--- config.mk ---
export PLATFORM = sky130hd
export DESIGN_NAME = skp_front
export DESIGN_NICKNAME = d
export VERILOG_FILES = /design/src/rtl/skp_pkg.sv /design/src/rtl/skp_front.sv
export SDC_FILE = /design/constraint.sdc
export NUM_CORES = 1
export LEC_CHECK = 0
export ABC_AREA = 1
export BUFFER_PORTS_ARGS = -buffer_cell sky130_fd_sc_hd__buf_2
export CAP_MARGIN = 20
export CORE_ASPECT_RATIO = 1.4
export CORE_MARGIN = 3
export CORE_UTILIZATION = 50
export DETAILED_ROUTE_END_ITERATION = 8
export PLACE_DENSITY = 0.82
export SYNTH_ARGS = -nofsm -noshare
export SYNTH_HDL_FRONTEND = slang
export SYNTH_SLANG_ARGS = --single-unit
--- constraint.sdc ---
create_clock -name clk -period 11.6 [get_ports clk]
set_input_delay 1.16 -clock clk [delete_from_list [all_inputs] [get_ports clk]]
set_output_delay 1.16 -clock clk [all_outputs]
set_load 0.005 [all_outputs]
--- src/rtl/skp_pkg.sv ---
// Shared types, constants and the 32-bit saturation helper for the keypoint unprojection core.
package skp_pkg;

  typedef enum logic [0:0] {
    OP_POINT = 1'b0,
    OP_LOAD  = 1'b1
  } opcode_t;

  localparam int POSE_WORDS = 12;
  localparam logic [3:0] POSE_TX = 4'd9;
  localparam logic [3:0] POSE_LAST = 4'd11;

  typedef enum logic [1:0] {
    CFG_CENTER_X    = 2'd0,
    CFG_CENTER_Y    = 2'd1,
    CFG_INV_FOCAL_X = 2'd2,
    CFG_INV_FOCAL_Y = 2'd3
  } cfg_index_t;

  // one classified item waiting for the back end
  typedef struct packed {
    logic        is_load;
    logic [3:0]  idx;
    logic [31:0] value;
    logic [28:0] u;
    logic [28:0] v;
    logic [31:0] depth;
  } item_t;

  // camera-space beat handed to the rigid transform
  typedef struct packed {
    logic        valid;
    logic        is_load;
    logic [3:0]  idx;
    logic [31:0] value;
    logic        ok;
    logic [31:0] cam_x;
    logic [31:0] cam_y;
    logic [31:0] cam_z;
  } cam_t;

  // world-space accumulators before final scaling
  typedef struct packed {
    logic        valid;
    logic        ok;
    logic [66:0] acc_x;
    logic [66:0] acc_y;
    logic [66:0] acc_z;
  } acc_t;

  function automatic logic [31:0] sat32(input logic signed [95:0] a);
    logic hi_ok;
    logic lo_ok;
    hi_ok = (a[95:31] == '0);
    lo_ok = (a[95:31] == '1);
    if (hi_ok || lo_ok) return a[31:0];
    else if (a[95]) return 32'h8000_0000;
    else return 32'h7FFF_FFFF;
  endfunction

endpackage

--- src/rtl/skp_front.sv ---
// Front end: accepts input beats, drops bad pose loads, queues items for the back end.
module skp_front (
  input  logic                clk,
  input  logic                rst,
  input  logic                in_valid,
  output logic                in_stall,
  input  logic [0:0]          opcode,
  input  logic [3:0]          pose_index,
  input  logic signed [31:0]  pose_value,
  input  logic [28:0]         pixel_u,
  input  logic [28:0]         pixel_v,
  input  logic signed [31:0]  depth,
  input  logic                pop,
  output logic                head_valid,
  output skp_pkg::item_t      head
);

  localparam int DEPTH = 4;

  skp_pkg::item_t q [DEPTH];
  logic [1:0] wr_ptr;
  logic [1:0] rd_ptr;
  logic [2:0] cnt;
  logic       accept;
  logic       push;
  logic       do_pop;
  skp_pkg::item_t item;

  assign in_stall   = (cnt == 3'(DEPTH));
  assign accept     = in_valid && !in_stall;
  assign head_valid = (cnt != 3'd0);
  assign head       = q[rd_ptr];
  assign do_pop     = pop && head_valid;

  always_comb begin
    item.is_load = (opcode == skp_pkg::OP_LOAD);
    item.idx     = pose_index;
    item.value   = pose_value;
    item.u       = pixel_u;
    item.v       = pixel_v;
    item.depth   = depth;
  end

  // out-of-range pose loads are dropped here
  assign push = accept && !(item.is_load && (pose_index > skp_pkg::POSE_LAST));

  always_ff @(posedge clk) begin
    if (push) q[wr_ptr] <= item;
  end

  always_ff @(posedge clk) begin
    if (rst) begin
      wr_ptr <= '0;
      rd_ptr <= '0;
      cnt    <= '0;
    end else begin
      if (push) wr_ptr <= wr_ptr + 2'd1;
      if (do_pop) rd_ptr <= rd_ptr + 2'd1;
      cnt <= cnt + 3'(push) - 3'(do_pop);
    end
  end

  a_cnt_bound: assert property (@(posedge clk) disable iff (rst) cnt <= 3'(DEPTH))
    else $error("queue count overflow");

endmodule

==> metrics.md <==
| Metric | Value |
|---|---|
| CP cell instances | clkinv_2, buf_4, o21ai_0, o22ai_1, buf_2 |
| Synth unique cells | 20 |
| Setup-failing EPs final | 0 |
| Fill cells | 2782 |
| Largest net degree at the start of global routing | 140 |
| CTS tree | yes |
| Met2 Use GR | 0.357 |
| DRC violations left | 0 |
| Worst-path clk slew | 0.06 ns |
| Vias | 11600 |
| Die Width | 172 um |
| Max_cap viols | 0 |
| Max Clock Skew | 0.0138 ns |
| Met3 usage in global routing | 0.0309 |
| Fmax | 223 MHz |
| Delay-heaviest family, CP | buffers and inverters |
| Slew HR | 0.286 |
| Routed WL | 42500 um |
| Most Crowded Layer GR | met2 |
| Final Hold Fails | 0 |
| Row cnt | 84 |
| CP Launch Type | flip-flop |
| Post-Syn Area per Cell | 14.8 um2 |
| Antenna violations before repair | 12 |
| Max incr delay on CP | 0.77 ns |
| Post-synth top area cell | edfxtp_1 |
| DIE AREA | 40800 um2 |
| Post-DP HPWL | 24600 um |
| Leakage power | 7.79 nW |
| Flops & latches, synth | 517 |
| Share of post-route cells with drive strength above 1 | 0.223 |
| Worst min-delay path class | reg -> reg |
| Reg2reg path depth | 8 |
| CP endpoint kind | output port |
| Pwr/cell area | 216 nW/um2 |
| Setup CP Type | reg -> out |
| Max-slew violations | 0 |
| H-tree Lvls | 2 |
| ANT nets after route | 0 |
| Seq/Total Area, Yosys | 0.805 |
| Cts repair resizes | 0 |
| Mapped Nets | 1436 |
| Area growth, synth to finish | 16.9% |
| DRT iter0 DRCs | 965 |
| R2R setup slack | 8.33 ns |
| Vias in the first global route | 11400 |
| Synth warn | 0 |
| Core area | 37700 um2 |
| Area share of the largest cell type after synthesis | 0.795 |
| Nets | 1675 |
| Final period util | 0.386 |
| Peak supply drop | 0.161 mV |
| Die H | 238 um |
| Total global routing overflow | 0 |
| Crit path to | head[7] |
| Logic depth of the worst setup path including buffers | 5 |
| First-pass GRT wire length | 62700 um |
| Peak fanout along the critical path | 75 |
| Core Util, Final | 0.594 |
| Initial Util | 0.508 |
| Worst-skew pair later-pin latency | 0.55 ns |
| Slew of the pin with the lowest slew margin | 1.07 ns |
| CP max stage cell | clkinv_2 |
| TritonCTS buffer count | 47 |
| Clock sink total | 517 |
| Port bufs | 259 |
| Synthesized cell area | 19200 um2 |
| Area contributors post-synth | edfxtp_1 80%, o21ai_0 6.5%, nor2_1 5.3% |
| Vias/cell | 5.66 |
| Outcome | completed |
| Hold-fix buffers, CTS | 0 |
| Final min period | 4.48 ns |
| DR WL/cell | 20.7 um |
| IO Count | 260 |
| Drt first pass iters | 5 |
| Post-Synthesis Cells | 1298 |
| Worst Path Required | 10.44 ns |
| Worst reg2reg path endpoint | q[0][113]$_DFFE_PP_ |
| Postcts setup bufs | 0 |
| Met1 usage | 0.243 |
| Buffer depth of the longest clock path | 3 |
| Worst path bufs/invs | 3 |
| WP data arrival | 3.32 ns |
| Root Driver | clkbuf_16 |
| GRT Total Usage | 0.200 |
| RR Startpoint | cnt[1]$_SDFF_PP0_ |
| Final setup TNS | 0 ns |
| Final GP Congestion | 0.803 |
| RSZ-0062 raised after global routing | false |
-- layout by cell type (no fill, tap or decap), drive strengths merged --
cell / instances
nand3: 2
ha: 6
dfxtp: 9
edfxtp: 508
clkinvlp: 2
clkinv: 20
inv: 18
nand4: 2
bufinv: 7
buf: 273
fa: 1
nor2: 270
a21oi: 2
clkbuf: 57
diode: 10
o22ai: 127
o21ai: 256
nand2: 13
-- registers in the layout, summed over array words and instances, names as in the netlist, named ones only --
register  count
rd_ptr        2
wr_ptr        2
q           508
cnt           3
-- synth_stat cells --
master / instances
edfxtp_1: 508
nor2_1: 270
o21ai_0: 251
o22ai_1: 127
clkbuf_1: 55
inv_1: 17
buf_2: 15
nand2_1: 13
buf_6: 9
dfxtp_1: 9
ha_1: 6
o21ai_1: 5
buf_4: 3
a21oi_1: 2
nand3_1: 2
nand4_1: 2
clkbuf_2: 1
clkinv_1: 1
fa_1: 1
inv_2: 1
-- worst reg2reg max path, cell delays in order, from the launching register on --
cell,delay (ns)
dfxtp_1,0.40
inv_1,0.06
nand2_1,0.09
nor2_1,0.07
nor2_1,0.19
inv_1,0.21
nor2_4,0.12
buf_4,0.66
buf_4,0.94
-- report_power, final --
group | internal (mW) | leakage, nW | total, mW | switching [mW]
registers | 2.25 | 4.72 | 2.31 | 0.0640
clock network | 0.927 | 0.771 | 1.56 | 0.633
logic | 0.322 | 2.31 | 0.967 | 0.645
total | 3.50 | 7.79 | 4.84 | 1.34
-- worst min-delay path by stage --
| stage | from | end | slack (ns) | cells after the start |
|---|---|---|---|---|
| floorplan | rd_ptr[1]$_SDFFE_PP0P_ | flip-flop | 0.46 | 2 |
| global placement | rd_ptr[1]$_SDFFE_PP0P_ | flip-flop | 0.49 | 2 |
| detailed placement | rd_ptr[1]$_SDFFE_PP0P_ | flip-flop | 0.50 | 2 |
| CTS | rd_ptr[1]$_SDFFE_PP0P_ | flip-flop | 0.51 | 2 |
| global route | rd_ptr[1]$_SDFFE_PP0P_ | flip-flop | 0.53 | 2 |
| finish | rd_ptr[1]$_SDFFE_PP0P_ | flip-flop | 0.52 | 2 |
-- metrics by stage --
step           power, mW  setup slack, ns  hold WS, ns  area [um2]  instances
5_1_grt             5.06             6.90        0.533       22400       2055
2_1_floorplan       2.91             4.14        0.459       19200       1298
3_5_place_dp        3.33             7.46        0.504       20800       1960
3_3_place_gp        3.28             7.50        0.488       20800       1960
4_1_cts             4.88             6.84        0.514       22400       2045
6_report            4.84             7.12        0.517       22400       2056
-- layout make-up --
class                   count  area [um2]  area share
inverters                  19        77.6     0.00346
multi-input cells         679        3300       0.147
diodes                     10        25.0     0.00112
clock inverters            28         319      0.0142
repair buffers            273        1420      0.0634
clock buffers              57        1260      0.0560
well taps                 473         592      0.0264
flip-flops and latches    517       15400       0.688
-- cell families after synthesis --
family                   Yosys count  share of synthesized area
flip-flops                       517                      0.805
adder cells (fa/ha/maj)            7                    0.00496
AO/OA/AOI/OAI                    385                      0.109
AND/OR/NAND/NOR                  287                     0.0566
buffers and inverters            102                     0.0251
-- routing by layer --
layer  wire length [um]  part of all wire
met1              15700              0.37
met2              22900              0.54
met3               2580             0.061
met4               1290             0.030
met5                 27           0.00064
Note: power is estimated with default switching activity, not from simulation.
